==> src/hw/rtl/assert_macros.svh <==
// assertion macros for the relay overcurrent guard
// used at the end of the top level; no other dependencies
`ifndef ASSERT_MACROS_SVH
`define ASSERT_MACROS_SVH

// same-cycle implication, off during reset
`define ROG_ASSERT_IMPLIES(label, clk, rst_n, ante, cons, msg) \
  label: assert property (@(posedge clk) disable iff (!rst_n) (ante) |-> (cons)) \
    else $error(msg);

// next-cycle implication, off during reset
`define ROG_ASSERT_NEXT(label, clk, rst_n, ante, cons, msg) \
  label: assert property (@(posedge clk) disable iff (!rst_n) (ante) |=> (cons)) \
    else $error(msg);

`endif

==> src/hw/rtl/rog_pkg.sv <==
// shared types, codes and constants of the relay overcurrent guard
// no dependencies; used by every module of the block
package rog_pkg;

  localparam int unsigned MAX_PORTS     = 4;
  localparam int unsigned PORTS_DEFAULT = 4;
  localparam int unsigned QUEUE_DEPTH   = 2;

  localparam int unsigned CUR_W     = 12;
  localparam int unsigned HOLD_W    = 8;
  localparam int unsigned SILENCE_W = 11;
  localparam int unsigned ON_W      = 16;
  localparam int unsigned PORT_W    = 4;
  localparam int unsigned IDX_W     = 2;
  localparam int unsigned CFG_IDX_W = 2;
  localparam int unsigned CFG_DATA_W = 16;

  localparam logic [CUR_W-1:0]     THRESHOLD_RESET = 12'd3908;
  localparam logic [HOLD_W-1:0]    HOLD_RESET      = 8'd20;
  localparam logic [SILENCE_W-1:0] TIMEOUT_RESET   = 11'd50;
  localparam logic [ON_W-1:0]      MAX_ON_RESET    = 16'd36000;

  typedef enum logic [1:0] {
    CMD_TICK      = 2'd0,
    CMD_HEARTBEAT = 2'd1,
    CMD_ALL_OFF   = 2'd2,
    CMD_SET_RELAY = 2'd3
  } rog_cmd_t;

  typedef enum logic [1:0] {
    REG_THRESHOLD = 2'd0,
    REG_HOLD      = 2'd1,
    REG_TIMEOUT   = 2'd2,
    REG_MAX_ON    = 2'd3
  } rog_reg_t;

  typedef enum logic [2:0] {
    KIND_TICK_SKIP  = 3'd0,
    KIND_TICK_CHECK = 3'd1,
    KIND_HEARTBEAT  = 3'd2,
    KIND_ALL_OFF    = 3'd3,
    KIND_SET        = 3'd4
  } rog_kind_t;

  typedef struct packed {
    rog_cmd_t          command;
    logic [PORT_W-1:0] port;
    logic              turn_on;
    logic              sample_valid;
    logic [CUR_W-1:0]  current_1;
    logic [CUR_W-1:0]  current_2;
    logic [CUR_W-1:0]  current_3;
    logic [CUR_W-1:0]  current_4;
  } rog_in_t;

  typedef struct packed {
    logic [MAX_PORTS-1:0] relay_mask;
    logic [MAX_PORTS-1:0] trip_mask;
    logic                 link_up;
  } rog_out_t;

  // classified request handed from front to back
  typedef struct packed {
    rog_kind_t            kind;
    logic [IDX_W-1:0]     port_idx;
    logic                 turn_on;
    logic [MAX_PORTS-1:0] over;
  } rog_op_t;

  typedef struct packed {
    logic [CUR_W-1:0]     threshold;
    logic [HOLD_W-1:0]    hold;
    logic [SILENCE_W-1:0] timeout;
    logic [ON_W-1:0]      max_on;
  } rog_cfg_t;

endpackage

==> src/hw/rtl/rog_fifo.sv <==
// small first-word-fall-through queue of registers
// depends on rog_pkg for the default depth
module rog_fifo #(
  parameter int unsigned WIDTH = 1,
  parameter int unsigned DEPTH = rog_pkg::QUEUE_DEPTH
) (
  input  logic             clk,
  input  logic             rst_n,
  input  logic             push,
  input  logic [WIDTH-1:0] wr_data,
  output logic             full,
  input  logic             pop,
  output logic [WIDTH-1:0] rd_data,
  output logic             empty
);

  localparam int unsigned PTR_W = (DEPTH > 1) ? $clog2(DEPTH) : 1;
  localparam int unsigned CNT_W = $clog2(DEPTH + 1);

  logic [WIDTH-1:0] mem_r [DEPTH];
  logic [PTR_W-1:0] wr_ptr_r, wr_ptr_nxt;
  logic [PTR_W-1:0] rd_ptr_r, rd_ptr_nxt;
  logic [CNT_W-1:0] count_r, count_nxt;
  logic             do_push, do_pop;

  assign full    = (count_r == CNT_W'(DEPTH));
  assign empty   = (count_r == '0);
  assign do_push = push && !full;
  assign do_pop  = pop && !empty;
  assign rd_data = mem_r[rd_ptr_r];

  always_comb begin
    wr_ptr_nxt = wr_ptr_r;
    rd_ptr_nxt = rd_ptr_r;
    count_nxt  = count_r;
    if (do_push) begin
      wr_ptr_nxt = (wr_ptr_r == PTR_W'(DEPTH - 1)) ? '0 : wr_ptr_r + 1'b1;
    end
    if (do_pop) begin
      rd_ptr_nxt = (rd_ptr_r == PTR_W'(DEPTH - 1)) ? '0 : rd_ptr_r + 1'b1;
    end
    if (do_push && !do_pop) begin
      count_nxt = count_r + 1'b1;
    end else if (do_pop && !do_push) begin
      count_nxt = count_r - 1'b1;
    end
  end

  always_ff @(posedge clk) begin
    if (!rst_n) begin
      wr_ptr_r <= '0;
      rd_ptr_r <= '0;
      count_r  <= '0;
    end else begin
      wr_ptr_r <= wr_ptr_nxt;
      rd_ptr_r <= rd_ptr_nxt;
      count_r  <= count_nxt;
    end
  end

  always_ff @(posedge clk) begin
    if (do_push) begin
      mem_r[wr_ptr_r] <= wr_data;
    end
  end

endmodule

==> src/hw/rtl/rog_front.sv <==
// front end: classifies each request and compares currents with the threshold
// depends on rog_pkg
module rog_front #(
  parameter int unsigned PORTS = rog_pkg::PORTS_DEFAULT
) (
  input  rog_pkg::rog_in_t                in_req,
  input  logic [rog_pkg::CUR_W-1:0]       threshold,
  output rog_pkg::rog_op_t                op
);

  logic port_ok;

  assign port_ok = (in_req.port != '0) &&
                   (in_req.port <= rog_pkg::PORT_W'(PORTS));

  always_comb begin
    op.port_idx = rog_pkg::IDX_W'(in_req.port - 1'b1);
    op.turn_on  = in_req.turn_on;
    op.over[0]  = (in_req.current_1 >= threshold);
    op.over[1]  = (in_req.current_2 >= threshold);
    op.over[2]  = (in_req.current_3 >= threshold);
    op.over[3]  = (in_req.current_4 >= threshold);
    case (in_req.command)
      rog_pkg::CMD_TICK: begin
        op.kind = in_req.sample_valid ? rog_pkg::KIND_TICK_CHECK : rog_pkg::KIND_TICK_SKIP;
      end
      rog_pkg::CMD_HEARTBEAT: begin
        op.kind = rog_pkg::KIND_HEARTBEAT;
      end
      rog_pkg::CMD_ALL_OFF: begin
        op.kind = rog_pkg::KIND_ALL_OFF;
      end
      rog_pkg::CMD_SET_RELAY: begin
        // out-of-range port only refreshes the watchdog
        op.kind = port_ok ? rog_pkg::KIND_SET : rog_pkg::KIND_HEARTBEAT;
      end
      default: begin
        op.kind = rog_pkg::KIND_HEARTBEAT;
      end
    endcase
  end

endmodule

==> src/hw/rtl/rog_back.sv <==
// back end: relay, trip, overload and watchdog state, one request per cycle while the result queue is not full
// depends on rog_pkg
module rog_back #(
  parameter int unsigned PORTS = rog_pkg::PORTS_DEFAULT
) (
  input  logic              clk,
  input  logic              rst_n,
  input  logic              op_valid,
  input  rog_pkg::rog_op_t  op,
  output logic              op_take,
  input  rog_pkg::rog_cfg_t cfg,
  output logic              res_push,
  output rog_pkg::rog_out_t res,
  input  logic              res_full
);

  logic [PORTS-1:0]                 closed_r, closed_nxt;
  logic [PORTS-1:0]                 trip_r, trip_nxt;
  logic [rog_pkg::HOLD_W-1:0]       ovl_r [PORTS];
  logic [rog_pkg::HOLD_W-1:0]       ovl_nxt [PORTS];
  logic [rog_pkg::HOLD_W-1:0]       ovl_inc [PORTS];
  logic [rog_pkg::ON_W-1:0]         ct_r [PORTS];
  logic [rog_pkg::ON_W-1:0]         ct_nxt [PORTS];
  logic [rog_pkg::ON_W-1:0]         ct_inc [PORTS];
  logic [rog_pkg::SILENCE_W-1:0]    sil_r, sil_nxt, sil_inc;
  logic                             link_r, link_nxt;

  assign op_take  = op_valid && !res_full;
  assign res_push = op_take && (op.kind == rog_pkg::KIND_TICK_CHECK);

  // saturating increments
  always_comb begin
    sil_inc = (sil_r == '1) ? sil_r : sil_r + 1'b1;
    for (int p = 0; p < PORTS; p++) begin
      ovl_inc[p] = (ovl_r[p] == '1) ? ovl_r[p] : ovl_r[p] + 1'b1;
      ct_inc[p]  = (ct_r[p] == '1) ? ct_r[p] : ct_r[p] + 1'b1;
    end
  end

  always_comb begin
    closed_nxt = closed_r;
    trip_nxt   = trip_r;
    sil_nxt    = sil_r;
    link_nxt   = link_r;
    for (int p = 0; p < PORTS; p++) begin
      ovl_nxt[p] = ovl_r[p];
      ct_nxt[p]  = ct_r[p];
    end
    if (op_take) begin
      case (op.kind)
        rog_pkg::KIND_TICK_SKIP, rog_pkg::KIND_TICK_CHECK: begin
          sil_nxt = sil_inc;
          for (int p = 0; p < PORTS; p++) begin
            if (closed_r[p]) begin
              ct_nxt[p] = ct_inc[p];
            end
          end
          if (op.kind == rog_pkg::KIND_TICK_CHECK) begin
            for (int p = 0; p < PORTS; p++) begin
              if (!closed_r[p] || !op.over[p]) begin
                ovl_nxt[p] = '0;
              end else if (ovl_inc[p] >= cfg.hold) begin
                closed_nxt[p] = 1'b0;
                trip_nxt[p]   = 1'b1;
                ovl_nxt[p]    = '0;
                ct_nxt[p]     = '0;
              end else begin
                ovl_nxt[p] = ovl_inc[p];
              end
              if (closed_nxt[p] && (ct_nxt[p] > cfg.max_on)) begin
                closed_nxt[p] = 1'b0;
                ct_nxt[p]     = '0;
              end
            end
            if (link_r && (sil_nxt > cfg.timeout)) begin
              link_nxt   = 1'b0;
              closed_nxt = '0;
              for (int p = 0; p < PORTS; p++) begin
                ct_nxt[p] = '0;
              end
            end
          end
        end
        rog_pkg::KIND_HEARTBEAT: begin
          link_nxt = 1'b1;
          sil_nxt  = '0;
        end
        rog_pkg::KIND_ALL_OFF: begin
          link_nxt   = 1'b1;
          sil_nxt    = '0;
          closed_nxt = '0;
          for (int p = 0; p < PORTS; p++) begin
            ct_nxt[p] = '0;
          end
        end
        rog_pkg::KIND_SET: begin
          link_nxt = 1'b1;
          sil_nxt  = '0;
          for (int p = 0; p < PORTS; p++) begin
            // closing a tripped port is refused
            if ((op.port_idx == rog_pkg::IDX_W'(p)) && !(op.turn_on && trip_r[p])) begin
              if (!op.turn_on) begin
                trip_nxt[p] = 1'b0;
              end
              closed_nxt[p] = op.turn_on;
              ct_nxt[p]     = '0;
            end
          end
        end
        default: begin
        end
      endcase
    end
  end

  always_ff @(posedge clk) begin
    if (!rst_n) begin
      closed_r <= '0;
      trip_r   <= '0;
      sil_r    <= '0;
      link_r   <= 1'b0;
      for (int p = 0; p < PORTS; p++) begin
        ovl_r[p] <= '0;
        ct_r[p]  <= '0;
      end
    end else begin
      closed_r <= closed_nxt;
      trip_r   <= trip_nxt;
      sil_r    <= sil_nxt;
      link_r   <= link_nxt;
      for (int p = 0; p < PORTS; p++) begin
        ovl_r[p] <= ovl_nxt[p];
        ct_r[p]  <= ct_nxt[p];
      end
    end
  end

  genvar g;
  generate
    for (g = 0; g < rog_pkg::MAX_PORTS; g++) begin : g_mask
      if (g < PORTS) begin : g_used
        assign res.relay_mask[g] = closed_nxt[g];
        assign res.trip_mask[g]  = trip_nxt[g];
      end else begin : g_unused
        assign res.relay_mask[g] = 1'b0;
        assign res.trip_mask[g]  = 1'b0;
      end
    end
  endgenerate

  assign res.link_up = link_nxt;

endmodule

==> src/hw/rtl/relay_overcurrent_guard.sv <==
// a sample tick's result passes from the request queue through the back end into the result queue
// throughput: one request per cycle while the result queue is not full, set by the back end
// a request is taken whenever the two-entry request queue is not full
// reset: synchronous rst_n clears queues, relays, trip latches, counters and link state
// configuration registers return to their defaults on reset; cfg_ready is always high
// top level: config registers, front end, request queue, back end and result queue
module relay_overcurrent_guard #(
  parameter int unsigned PORTS       = rog_pkg::PORTS_DEFAULT,
  parameter int unsigned QUEUE_DEPTH = rog_pkg::QUEUE_DEPTH
) (
  input  logic                             clk,
  input  logic                             rst_n,
  input  logic                             in_push,
  output logic                             in_full,
  input  rog_pkg::rog_in_t                 in_data,
  output logic                             out_empty,
  input  logic                             out_pop,
  output rog_pkg::rog_out_t                out_data,
  input  logic                             cfg_valid,
  output logic                             cfg_ready,
  input  logic [rog_pkg::CFG_IDX_W-1:0]    cfg_index,
  input  logic [rog_pkg::CFG_DATA_W-1:0]   cfg_data
);

  rog_pkg::rog_cfg_t cfg_r, cfg_nxt;
  rog_pkg::rog_op_t  front_op;
  rog_pkg::rog_op_t  mid_op;
  rog_pkg::rog_out_t res;
  logic              mid_empty;
  logic              op_take;
  logic              res_push;
  logic              res_full;

  assign cfg_ready = 1'b1;

  always_comb begin
    cfg_nxt = cfg_r;
    if (cfg_valid && cfg_ready) begin
      case (rog_pkg::rog_reg_t'(cfg_index))
        rog_pkg::REG_THRESHOLD: cfg_nxt.threshold = cfg_data[rog_pkg::CUR_W-1:0];
        rog_pkg::REG_HOLD:      cfg_nxt.hold      = cfg_data[rog_pkg::HOLD_W-1:0];
        rog_pkg::REG_TIMEOUT:   cfg_nxt.timeout   = cfg_data[rog_pkg::SILENCE_W-1:0];
        rog_pkg::REG_MAX_ON:    cfg_nxt.max_on    = cfg_data[rog_pkg::ON_W-1:0];
        default: begin
        end
      endcase
    end
  end

  always_ff @(posedge clk) begin
    if (!rst_n) begin
      cfg_r.threshold <= rog_pkg::THRESHOLD_RESET;
      cfg_r.hold      <= rog_pkg::HOLD_RESET;
      cfg_r.timeout   <= rog_pkg::TIMEOUT_RESET;
      cfg_r.max_on    <= rog_pkg::MAX_ON_RESET;
    end else begin
      cfg_r <= cfg_nxt;
    end
  end

  rog_front #(.PORTS(PORTS)) u_front (
    .in_req    (in_data),
    .threshold (cfg_r.threshold),
    .op        (front_op)
  );

  rog_fifo #(.WIDTH($bits(rog_pkg::rog_op_t)), .DEPTH(QUEUE_DEPTH)) u_req_q (
    .clk     (clk),
    .rst_n   (rst_n),
    .push    (in_push),
    .wr_data (front_op),
    .full    (in_full),
    .pop     (op_take),
    .rd_data (mid_op),
    .empty   (mid_empty)
  );

  rog_back #(.PORTS(PORTS)) u_back (
    .clk      (clk),
    .rst_n    (rst_n),
    .op_valid (!mid_empty),
    .op       (mid_op),
    .op_take  (op_take),
    .cfg      (cfg_r),
    .res_push (res_push),
    .res      (res),
    .res_full (res_full)
  );

  rog_fifo #(.WIDTH($bits(rog_pkg::rog_out_t)), .DEPTH(QUEUE_DEPTH)) u_res_q (
    .clk     (clk),
    .rst_n   (rst_n),
    .push    (res_push),
    .wr_data (res),
    .full    (res_full),
    .pop     (out_pop),
    .rd_data (out_data),
    .empty   (out_empty)
  );

`include "assert_macros.svh"

  `ROG_ASSERT_IMPLIES(a_trip_opens, clk, rst_n, !out_empty, (out_data.relay_mask & out_data.trip_mask) == 4'b0, "tripped port reported closed")
  `ROG_ASSERT_IMPLIES(a_link_down_open, clk, rst_n, !out_empty && !out_data.link_up, out_data.relay_mask == 4'b0, "relay closed while link down")
  `ROG_ASSERT_IMPLIES(a_unused_ports, clk, rst_n, !out_empty, ((out_data.relay_mask | out_data.trip_mask) >> PORTS) == 4'b0, "unused port bit set")
  `ROG_ASSERT_NEXT(a_req_queued, clk, rst_n, in_push && !in_full, !mid_empty, "accepted request lost")

endmodule
==> config.mk <==
export PLATFORM = sky130hd
export DESIGN_NAME = relay_overcurrent_guard
export DESIGN_NICKNAME = d
export VERILOG_FILES = /design/src/hw/rtl/rog_pkg.sv /design/src/hw/rtl/rog_fifo.sv /design/src/hw/rtl/rog_front.sv /design/src/hw/rtl/rog_back.sv /design/src/hw/rtl/relay_overcurrent_guard.sv
export VERILOG_INCLUDE_DIRS = /design/src /design/src/hw/rtl
export SDC_FILE = /design/constraint.sdc
export NUM_CORES = 1
export LEC_CHECK = 0
export BUFFER_PORTS_ARGS = -buffer_cell sky130_fd_sc_hd__buf_4
export CAP_MARGIN = 20
export CORE_MARGIN = 5
export CORE_UTILIZATION = 66
export DETAILED_ROUTE_END_ITERATION = 8
export PLACE_DENSITY_LB_ADDON = 0.3
export SLEW_MARGIN = 20
export SYNTH_ARGS = -nofsm -noshare
export SYNTH_HDL_FRONTEND = slang
export SYNTH_SLANG_ARGS = --single-unit
==> constraint.sdc <==
create_clock -name clk -period 14.5 [get_ports clk]
set_input_delay 2.9 -clock clk [delete_from_list [all_inputs] [get_ports clk]]
set_output_delay 2.9 -clock clk [all_outputs]
set_load 0.01 [all_outputs]
==> results of run 1 <==
-- routing by layer --
layer  global-route usage, %  up-vias
li1                        -     6349
met1                    38.9     6134
met2                    50.4      586
met3                    5.52      111
met4                    11.4        0
met5                       0        -
-- through the flow --
stage	total power, mW	setup WS [ps]
6_report	1.64	8620
3_5_place_dp	0.975	8480
5_1_grt	1.70	8150
4_1_cts	1.63	8480
2_1_floorplan	0.868	9730
3_3_place_gp	0.963	8800
-- synthesized netlist by cell type, types with 15 or more instances --
library cell,instances
ha_1,167
a21oi_1,113
nor2b_1,40
nand2b_1,31
and2_1,33
nand3_1,60
dfxtp_1,173
mux2i_1,24
nand4_1,43
nor2_1,139
o211ai_1,23
nor3_1,24
a22oi_1,21
mux2_2,20
inv_1,81
a21o_1,28
and3_1,27
clkbuf_1,44
xnor2_1,42
nand2_1,236
xor2_1,30
a21boi_0,50
o21ai_0,73
edfxtp_1,38
o21a_1,15
-- state kept, by name, summed over array words and instances (netlist names), named ones only --
name / flops
u_req_q.wr_ptr_r: 1
cfg_r: 47
u_req_q.rd_ptr_r: 1
u_res_q.mem_r: 18
u_back.sil_r: 11
u_back.ovl_r: 32
u_req_q.count_r: 2
u_res_q.count_r: 2
u_back.link_r: 1
u_req_q.mem_r: 20
u_back.closed_r: 4
u_res_q.wr_ptr_r: 1
u_res_q.rd_ptr_r: 1
u_back.ct_r: 64
u_back.trip_r: 4
-- how the worst max path moves through the flow --
stage | cells past startpoint | slack [ps] | end | start
floorplan | 18 | 9730 | u_back.ct_r[0][11]$_SDFFE_PN0P_ | u_back.ovl_r[0][0]$_SDFFE_PN0P_
CTS | 20 | 8480 | u_back.ct_r[3][13]$_SDFFE_PN0P_ | u_back.ovl_r[0][24]$_SDFFE_PN0P_
finish | 17 | 8620 | u_back.ct_r[0][10]$_SDFFE_PN0P_ | u_back.ovl_r[0][0]$_SDFFE_PN0P_
detailed placement | 20 | 8480 | u_back.ct_r[3][12]$_SDFFE_PN0P_ | u_back.ovl_r[0][24]$_SDFFE_PN0P_
global placement | 21 | 8800 | u_back.ct_r[1][10]$_SDFFE_PN0P_ | u_back.ovl_r[0][11]$_SDFFE_PN0P_
global route | 21 | 8150 | u_back.ct_r[2][14]$_SDFFE_PN0P_ | u_back.ovl_r[0][16]$_SDFFE_PN0P_
-- power groups by stage --
stage                     logic, mW  clock network [mW]  registers (mW)
after floorplan               0.218                   0           0.649
after global placement        0.301                   0           0.662
after detailed placement      0.311                   0           0.663
after CTS                     0.315               0.668           0.651
after global routing          0.348               0.698           0.654
final                         0.322               0.666           0.651
-- cell type report --
class	instances	share of cell area, %
Timing Repair Buffer	93	4.34
Clock buffer	27	3.99
Multi-Input combinational cell	1388	57.6
Inverter	81	1.89
Sequential cell	211	28.6
Tap cell	280	2.18
Clock inverter	19	1.38
-- cell families after synthesis --
group	Yosys count	share of synthesized area (%)
AO/OA/AOI/OAI	413	18.7
XOR/XNOR	72	4.35
adder cells (fa/ha/maj)	167	14.4
buffers and inverters	144	4.29
flip-flops	211	31.8
multiplexers	45	3.31
other	1	0.0259
AND/OR/NAND/NOR	690	23.2
-- layout by cell type, fill, tap and decap left out, drive strengths merged, types with 52 or more instances in the layout --
cell and n:
nand3 61, buf 93, nand2 237, o21ai 79
a21oi 115, a21boi 52, nor2 141, dfxtp 173
ha 167, inv 84
-- critical path, cell delays in order (launching register included) --
cell and delay, ps:
dfxtp_1 440, ha_1 270, and3_1 220, nand3_1 260
mux2_2 380, ha_1 180, or4_1 540, o221ai_2 200
a211oi_2 110, buf_4 230, nor3_1 240, ha_1 190
nand4_1 190, or4_1 580, a311o_1 380, a21oi_2 770
inv_1 320, o21ai_0 260
==> run_results.csv, run 1 <==
group,metric,value,unit
outcome,outcome,"finished clean",
drt,viasPerCell,6.28,
sta,rsz0062_at_grt,"no",
cts,htreeDepth,1,
drt,wire_per_inst,18.4,um
grt,grt_max_degree,88,
drt,wl,38600,um
hold_path,whs_endpoint,"cfg_r[13]$_SDFFE_PN0P_",
drt,vias,13200,
sta,worst_pin_slew,1030,ps
sta,holdWs,466,ps
cts,postCtsSetupRepairBufs,0,
worst_setup_path,r2r_cells,17,
sta,period_share,40.5,%
cts,cts.sinks,211,
layout,diodes,0,
pwr,internal_power,1.16,mW
layout,nNetsFinal,2046,
grt,antenna_found_initial,1,
layout,finalInstanceArea,16100,sq um
pwr,pwr-share-comb,19.7,%
flow_run,drv_cap,0,
worst_setup_path,worstPathRequired,14950,ps
synth,synth_flop_cell,"dfxtp_1",
sta,fin_crit,5880,ps
grt,grt_pass1_wl,61500,um
placed_design,io_buffer_count,89,
layout,ff_latch_area,4600,sq um
pwr,switching_share,29.2,%
worst_setup_path,r2r-end,"u_back.ct_r[0][10]$_SDFFE_PN0P_",
synth,synth.avg_cell_area,8.31,sq um
layout,final_cell_count_no_fill,2099,
synth,synth-edff-count,38,
cts,cts_buffer_depth,3,
hold_path,min_from,"cfg_r[13]$_SDFFE_PN0P_",
pwr,p_clk_share,40.6,%
floorplanning,fp.dieH,158,um
layout,multi_input_area,9280,sq um
layout,fillers,1587,
cts,insertion_delay,530,ps
placed_design,placed_area,15200,sq um
grt,grt_pass1_vias,12600,
worst_setup_path,cp-start-kind,"flop",
worst_setup_path,cp_max_fo,22,
synth,yosysTopAreaCellShare,23.9,%
sta,fin_skew,8.85,ps
layout,syn_to_final_growth,11.2,%
cts,cts_root_buf,"clkbuf_16",
synth,async_flop_share,0,%
pwr,ir_drop,0.0000917,V
drt,top_layer,"met4",
floorplanning,rows,54,
synth,synth_cell_types,84,
synth,ys_seq_area_share,31.8,%
worst_setup_path,critical_path_arrival,6330,ps
sta,finalMaxSlewViolations,0,
worst_setup_path,reg2reg_from,"u_back.ovl_r[0][0]$_SDFFE_PN0P_",
drt,drt_iter0_markers,995,
floorplanning,initial_utilization,66.8,%
synth,netlist_top_cells_area,"dfxtp_1 (24%), ha_1 (14%), edfxtp_1 (7.9%), nand2_1 (6.1%), a21oi_1 (3.9%)",
synth,syn-num-nets,1989,
synth,yosysWarningCount,0,
worst_setup_path,setup.worst_path.end_class,"flop",
sta,finalSetupViolCount,0,
synth,syn_area,14500,sq um
sta,slew_headroom,31.2,%
layout,final_util,74.3,%
cts,cts_resized,0,
placed_design,hpwlAfterDp,27800,um
drt,wl_met3,3420,um
layout,drive_gt1_share,10.3,%
floorplanning,die_w,158,um
pwr,powerDensity,102,nW/um^2
grt,track_usage,30.1,%
worst_setup_path,r2r_slack,8620,ps
pwr,p_sw,478,uW
drt,antenna_left,0,
hold_path,hp-class,"reg -> reg",
cts,cts_tree,"yes",
hold_path,whs_path_depth,2,
cts,cts_buffers,25,
cts,cts.clk_slew.worst_paths,60,ps
synth,netlist_instances,1743,
cts,hold_buffers,0,
sta,fmax,170,MHz
synth,synth_top_area_cell,"dfxtp_1",
synth,ys_ff_latch,211,
sta,finalSetupTns,0,ps
floorplanning,fp.coreArea,21700,sq um
worst_setup_path,path_class,"reg -> reg",
pwr,seqPwrFrac,39.7,%
floorplanning,ioPinCount,91,
drt,wl_met2,17900,um
drt,drc,0,
placed_design,dp.cells,2053,
sta,final-hold-violation-count,0,
drt,drt-met1-wl,15800,um
floorplanning,die_area,25000,sq um
drt,drtPass1Iterations,6,
pwr,power_leakage,6.55,nW
grt,grt-ovfl-total,0,
placed_design,gp_congestion,0.965,
No activity file was read; power rests on OpenSTA's default activity.
==> run 2, diff against run 1 <==
--- a/config.mk
+++ b/config.mk
@@ -9,7 +9,7 @@
 export BUFFER_PORTS_ARGS = -buffer_cell sky130_fd_sc_hd__buf_4
 export CAP_MARGIN = 20
 export CORE_MARGIN = 5
-export CORE_UTILIZATION = 66
+export CORE_UTILIZATION = 62
 export DETAILED_ROUTE_END_ITERATION = 8
 export PLACE_DENSITY_LB_ADDON = 0.3
 export SLEW_MARGIN = 20
==> constraint.sdc (replaced) <==
create_clock -name clk -period 6.1 [get_ports clk]
set_input_delay 1.22 -clock clk [delete_from_list [all_inputs] [get_ports clk]]
set_output_delay 1.22 -clock clk [all_outputs]
set_load 0.01 [all_outputs]
==> run_results.csv, run 2 (synthesis gave the netlist of run 1 again) <==
group,metric,value,unit
outcome,outcome,"finished clean",
grt,antenna_found_initial,0,
layout,regMostFlops,"u_back.ct_r",
layout,layout_common_cells,"nand2_1 (236), dfxtp_1 (173), ha_1 (167)",
sta,finalSetupViolCount,0,
sta,worst_pin_slew,1110,ps
hold_path,whs_path_depth,2,
worst_setup_path,crit_slowest_cell,"nor2_1",
cts,cts.clk_slew.worst_paths,60,ps
cts,cts.sinks,211,
pwr,internal_power,2.64,mW
grt,track_usage,27.2,%
floorplanning,fp.dieH,163,um
worst_setup_path,reg2reg_from,"u_back.ovl_r[0][11]$_SDFFE_PN0P_",
pwr,pwr-share-comb,19.8,%
cts,cts_tree,"yes",
drt,drt_iter0_markers,833,
floorplanning,die_area,26500,sq um
pwr,p_clk_share,38.6,%
layout,largest_reg_flops,64,
cts,htreeDepth,1,
cts,insertion_delay,530,ps
flow_run,drv_cap,0,
hold_path,min_from,"cfg_r[12]$_SDFFE_PN0P_",
worst_setup_path,r2r_cells,22,
cts,hold_buffers,0,
floorplanning,initial_utilization,62.3,%
worst_setup_path,timing.critical_path.mode_cell,"nor2_1",
pwr,powerDensity,231,nW/um^2
placed_design,io_buffer_count,89,
drt,drtPass1Iterations,8,
sta,final-hold-violation-count,0,
pwr,power_leakage,6.54,nW
layout,nNetsFinal,2053,
drt,wl,36600,um
worst_setup_path,cp-start-kind,"flop",
layout,diodes,0,
grt,grt_pass1_wl,59900,um
drt,vias,12900,
drt,viasPerCell,6.03,
sta,period_share,91.5,%
layout,layout_commonest_cell,"nand2_1",
worst_setup_path,setup.worst_path.end_class,"flop",
sta,finalMaxSlewViolations,0,
floorplanning,ioPinCount,91,
placed_design,hpwlAfterDp,27200,um
layout,fillers,1877,
drt,antenna_left,0,
worst_setup_path,path_cells,"nand3_1 > nor2_1 > nand4_1 > nand2_1 > nor2_1 > xor2_1 > ha_1 > nand3_1 > o31ai_1 > a21oi_1 > nor2_1 > nor3_1 > ha_1 > and4_1 > nand4_1 > a211o_1 > a31o_2 > a311oi_1 > or3_1 > buf_4 > o21ai_0 > a21o_1",
sta,slew_headroom,25.7,%
sta,finalSetupTns,0,ps
layout,ff_latch_area,4600,sq um
cts,cts_buffers,25,
cts,cts_root_buf,"clkbuf_16",
floorplanning,rows,56,
drt,wire_per_inst,17.1,um
worst_setup_path,r2r_slack,520,ps
pwr,seqPwrFrac,41.6,%
sta,fin_crit,5580,ps
sta,rsz0062_at_grt,"no",
cts,cts_resized,0,
pwr,switching_share,29.0,%
floorplanning,die_w,163,um
hold_path,whs_endpoint,"cfg_r[12]$_SDFFE_PN0P_",
worst_setup_path,worstPathRequired,6510,ps
grt,grt_pass1_vias,12400,
layout,syn_to_final_growth,11.2,%
placed_design,gp_congestion,0.926,
worst_setup_path,critical_path_arrival,5990,ps
floorplanning,fp.coreArea,23300,sq um
worst_setup_path,path_class,"reg -> reg",
pwr,ir_drop,0.000201,V
layout,drive_gt1_share,10.4,%
layout,multi_input_area,9270,sq um
layout,top_regs,"u_back.ct_r (64), cfg_r (47), u_back.ovl_r (32)",
hold_path,hp-class,"reg -> reg",
cts,cts_buffer_depth,3,
worst_setup_path,cp_max_fo,25,
sta,fmax,179,MHz
layout,final_util,69.3,%
grt,grt-ovfl-total,0,
drt,drc,0,
sta,fin_skew,12.0,ps
worst_setup_path,cpPeakStageDelay,800,ps
grt,grt_max_degree,90,
cts,postCtsSetupRepairBufs,0,
worst_setup_path,r2r-end,"u_back.ct_r[1][10]$_SDFFE_PN0P_",
pwr,p_sw,1.08,mW
==> run 2: worst max-delay path: cells and delay by family (launching register included) <==
family	cells	cell delay, ps
AND/OR/NAND/NOR	11	2460
AO/OA/AOI/OAI	7	1540
adder cells (fa/ha/maj)	2	640
flip-flops	1	410
buffers and inverters	1	260
XOR/XNOR	1	160
==> run 2: worst max path at each step <==
stage	from	endpoint	slack, ps	cells past startpoint
floorplan	u_back.ovl_r[0][0]$_SDFFE_PN0P_	u_back.ct_r[0][11]$_SDFFE_PN0P_	1330	18
global placement	u_back.ovl_r[0][11]$_SDFFE_PN0P_	u_back.ct_r[1][8]$_SDFFE_PN0P_	820	22
detailed placement	u_back.ovl_r[0][11]$_SDFFE_PN0P_	u_back.ct_r[1][8]$_SDFFE_PN0P_	630	22
CTS	u_back.ovl_r[0][11]$_SDFFE_PN0P_	u_back.ct_r[1][10]$_SDFFE_PN0P_	610	22
global route	u_back.ovl_r[0][11]$_SDFFE_PN0P_	u_back.ct_r[1][8]$_SDFFE_PN0P_	70	22
finish	u_back.ovl_r[0][11]$_SDFFE_PN0P_	u_back.ct_r[1][10]$_SDFFE_PN0P_	520	22
==> run 2: through the flow <==
stage	setup WS, ps	area [sq um]	hold WS [ps]	total power [mW]	cells
finish	521	16100	464	3.72	2145
global route	65.6	16100	484	3.88	2145
CTS	606	16100	466	3.72	2145
detailed placement	633	15300	459	2.30	2099
global placement	820	15300	451	2.27	2099
floorplan	1330	14500	439	2.06	1743
==> run 2: layout make-up <==
cell class                 instances  area share [%]
clock buffer                      31            4.08
inverter                          81            1.89
timing repair buffer             100            4.66
tap                              319            2.48
clock inverter                    15           0.808
sequential                       211            28.6
multi-input combinational       1388            57.5
==> run 2: power groups by stage <==
stage	Combinational, mW	Sequential (mW)	Clock, mW
5_1_grt	0.811	1.56	1.51
6_report	0.735	1.55	1.43
2_1_floorplan	0.518	1.54	0
3_5_place_dp	0.722	1.58	0
3_3_place_gp	0.702	1.57	0
4_1_cts	0.728	1.55	1.45
==> run 2: layer usage <==
layer  track usage [%]  share of wire [%]  up-vias
met5                 0                  0        -
met3              4.43                8.2       77
met1              36.5                 43     5972
li1                  -                  -     6374
met2              45.2                 46      509
met4              7.89                2.7        0
==> run 3, diff against run 2 <==
--- a/config.mk
+++ b/config.mk
@@ -15,4 +15,5 @@
 export SLEW_MARGIN = 20
 export SYNTH_ARGS = -nofsm -noshare
 export SYNTH_HDL_FRONTEND = slang
+export SYNTH_HIERARCHICAL = 1
 export SYNTH_SLANG_ARGS = --single-unit
==> run_results.csv, run 3 <==
group,metric,value,unit
placed_design,hpwlAfterDp,28200,um
floorplanning,initial_utilization,62.5,%
worst_setup_path,critical_path_arrival,6020,ps
layout,layout_common_cells,"nand2_1 (210), dfxtp_1 (173), ha_1 (167)",
sta,fin_ws,515,ps
pwr,power_leakage,7.04,nW
worst_setup_path,reg2reg_from,"u_back/ovl_r[2][0]$_SDFFE_PN0P_",
cts,cts_buffer_depth,3,
placed_design,gp_congestion,0.937,
worst_setup_path,crit_slowest_cell,"nand2_1",
worst_setup_path,cpPeakStageDelay,640,ps
sta,fin_crit,5590,ps
cts,cts_resized,0,
cts,hold_buffers,0,
worst_setup_path,setup.worst_path.end_class,"flop",
floorplanning,die_area,26600,sq um
synth,async_flop_share,0,%
synth,synthTopCellsByCount,"nand2_1 (210), dfxtp_1 (173), ha_1 (167)",
synth,synth-edff-count,38,
drt,drt_iter0_markers,1152,
synth,synth_most_common_cell,"nand2_1",
pwr,powerDensity,247,nW/um^2
sta,finalMaxSlewViolations,0,
floorplanning,ioPinCount,91,
drt,drc,0,
sta,slew_headroom,34.8,%
pwr,report.power.total,4.01,mW
worst_setup_path,cp-start-kind,"flop",
cts,cts_root_buf,"clkbuf_16",
drt,drtPass1Iterations,6,
hold_path,whs_endpoint,"cfg_r[12]$_SDFFE_PN0P_",
sta,final-hold-violation-count,0,
worst_setup_path,timing.critical_path.mode_cell,"ha_1",
layout,diodes,0,
floorplanning,fp.coreArea,23300,sq um
floorplanning,die_w,163,um
sta,fin_skew,12.4,ps
layout,drive_gt1_share,10.6,%
sta,holdWs,465,ps
worst_setup_path,worstPathRequired,6540,ps
worst_setup_path,critPathBufInv,1,
synth,netlist_top_cells_area,"dfxtp_1 (24%), ha_1 (14%), edfxtp_1 (7.9%), nand2_1 (5.4%), a21oi_1 (4.4%)",
sta,finalSetupViolCount,0,
hold_path,min_from,"cfg_r[12]$_SDFFE_PN0P_",
cts,insertion_delay,530,ps
synth,synth_cell_types,80,
layout,largest_reg_flops,64,
floorplanning,rows,56,
worst_setup_path,path_class,"reg -> reg",
drt,wl,38200,um
synth,yosysTopAreaCellShare,23.8,%
grt,grt-ovfl-total,0,
synth,syn_area,14500,sq um
grt,grt_max_degree,89,
outcome,outcome,"finished clean",
synth,yosysWarningCount,6,
synth,ys_seq_area_share,31.7,%
cts,postCtsSetupRepairBufs,0,
sta,period_share,91.6,%
cts,cts.sinks,211,
worst_setup_path,cp_max_fo,27,
drt,viasPerCell,6.18,
grt,grt_pass1_vias,12700,
floorplanning,fp.dieH,163,um
drt,vias,13300,
worst_setup_path,path_cells,"ha_1 > nand2_1 > nor2_1 > nand3_1 > mux2_2 > ha_1 > a2111oi_0 > o31ai_1 > nor2b_1 > buf_4 > nor3b_1 > ha_1 > nand4_1 > nor4_1 > nor3_1 > o31ai_1 > nand4_1 > nand2_1 > o21ai_0 > a31oi_1",
layout,nNetsFinal,2055,
cts,cts.clk_slew.worst_paths,60,ps
synth,netlist_instances,1746,
worst_setup_path,r2r_cells,20,
sta,rsz0062_at_grt,"no",
synth,synth_flop_cell,"dfxtp_1",
layout,ff_latch_area,4600,sq um
layout,top_regs,"u_back/ct_r (64), cfg_r (47), u_back/ovl_r (32)",
grt,antenna_found_initial,0,
hold_path,whs_path_depth,2,
cts,cts_tree,"yes",
worst_setup_path,critical-path-top-delay-family,"simple AND/OR/NAND/NOR gates",
cts,cts_buffers,24,
hold_path,hp-class,"reg -> reg",
grt,track_usage,28.0,%
sta,worst_pin_slew,972,ps
worst_setup_path,r2r-end,"u_back/ct_r[2][5]$_SDFFE_PN0P_",
worst_setup_path,r2r_slack,510,ps
layout,syn_to_final_growth,11.6,%
sta,fmax,179,MHz
layout,layout_commonest_cell,"nand2_1",
flow_run,drv_cap,0,
layout,regMostFlops,"u_back/ct_r",
synth,synth.avg_cell_area,8.32,sq um
cts,htreeDepth,1,
synth,ys_ff_latch,211,
grt,grt_pass1_wl,61800,um
placed_design,dp_slack,548,ps
drt,wire_per_inst,17.8,um
synth,synth_top_area_cell,"dfxtp_1",
layout,fillers,1888,
drt,antenna_left,0,
pwr,ir_drop,0.000186,V
placed_design,io_buffer_count,89,
layout,multi_input_area,9320,sq um
sta,finalSetupTns,0,ps
synth,syn-num-nets,1992,
run 3: how the worst max path moves through the flow:
stage | cells past startpoint | endpoint | startpoint
after floorplan | 19 | u_back/ct_r[0][1]$_SDFFE_PN0P_ | u_back/ovl_r[0][0]$_SDFFE_PN0P_
after global placement | 20 | u_back/ct_r[2][5]$_SDFFE_PN0P_ | u_back/ovl_r[2][0]$_SDFFE_PN0P_
after detailed placement | 18 | u_back/ct_r[1][8]$_SDFFE_PN0P_ | u_back/ovl_r[1][0]$_SDFFE_PN0P_
after CTS | 18 | u_back/ct_r[1][5]$_SDFFE_PN0P_ | u_back/ovl_r[1][0]$_SDFFE_PN0P_
after global routing | 20 | u_back/ct_r[2][5]$_SDFFE_PN0P_ | u_back/ovl_r[2][0]$_SDFFE_PN0P_
final | 20 | u_back/ct_r[2][5]$_SDFFE_PN0P_ | u_back/ovl_r[2][0]$_SDFFE_PN0P_
run 3: worst reg2reg max path: stages, from the launching register on:
cell and delay, ps:
dfxtp_1 400, ha_1 240, nand2_1 110, nor2_1 140, nand3_1 280, mux2_2 390
ha_1 290, a2111oi_0 80, o31ai_1 560, nor2b_1 240, buf_4 260, nor3b_1 110
ha_1 320, nand4_1 160, nor4_1 420, nor3_1 90, o31ai_1 120, nand4_1 220
nand2_1 640, o21ai_0 200, a31oi_1 220
run 3: stage by stage:
step	std cells	utilization (%)	cell area (sq um)
after global placement	2102	66.2	15400
after floorplan	1746	-	14500
after CTS	2146	69.7	16200
after detailed placement	2102	66.2	15400
after global routing	2146	69.7	16200
final	2146	69.7	16200
run 3: final cells by class:
class | count | area share (%)
Inverter | 87 | 2.01
Clock buffer | 31 | 4.18
Multi-Input combinational cell | 1386 | 57.5
Tap cell | 319 | 2.46
Timing Repair Buffer | 99 | 4.59
Sequential cell | 211 | 28.4
Clock inverter | 13 | 0.857
run 3: logic make-up (layout without fill, tap and decap cells):
group	Yosys count	after routing	synth area share (%)
AND/OR/NAND/NOR	664	664	22.4
AO/OA/AOI/OAI	408	408	17.7
flip-flops	211	211	31.7
adder cells (fa/ha/maj)	167	167	14.4
buffers and inverters	149	230	4.19
XOR/XNOR	74	74	4.46
multiplexers	72	72	5.17
other	1	1	0.0258
run 3: where the power goes:
group	internal [mW]	switching (mW)
registers	1.50	0.0641
logic	0.335	0.612
clock network	0.908	0.592
total	2.74	1.27
run 3: layer usage:
metal	vias to the layer above	routed length (um)	global-route usage, %
met2	530	17900	48.1
li1	6431	-	-
met1	6217	16100	36.3
met3	95	3080	4.52
met4	0	1120	9.04
met5	-	0	0
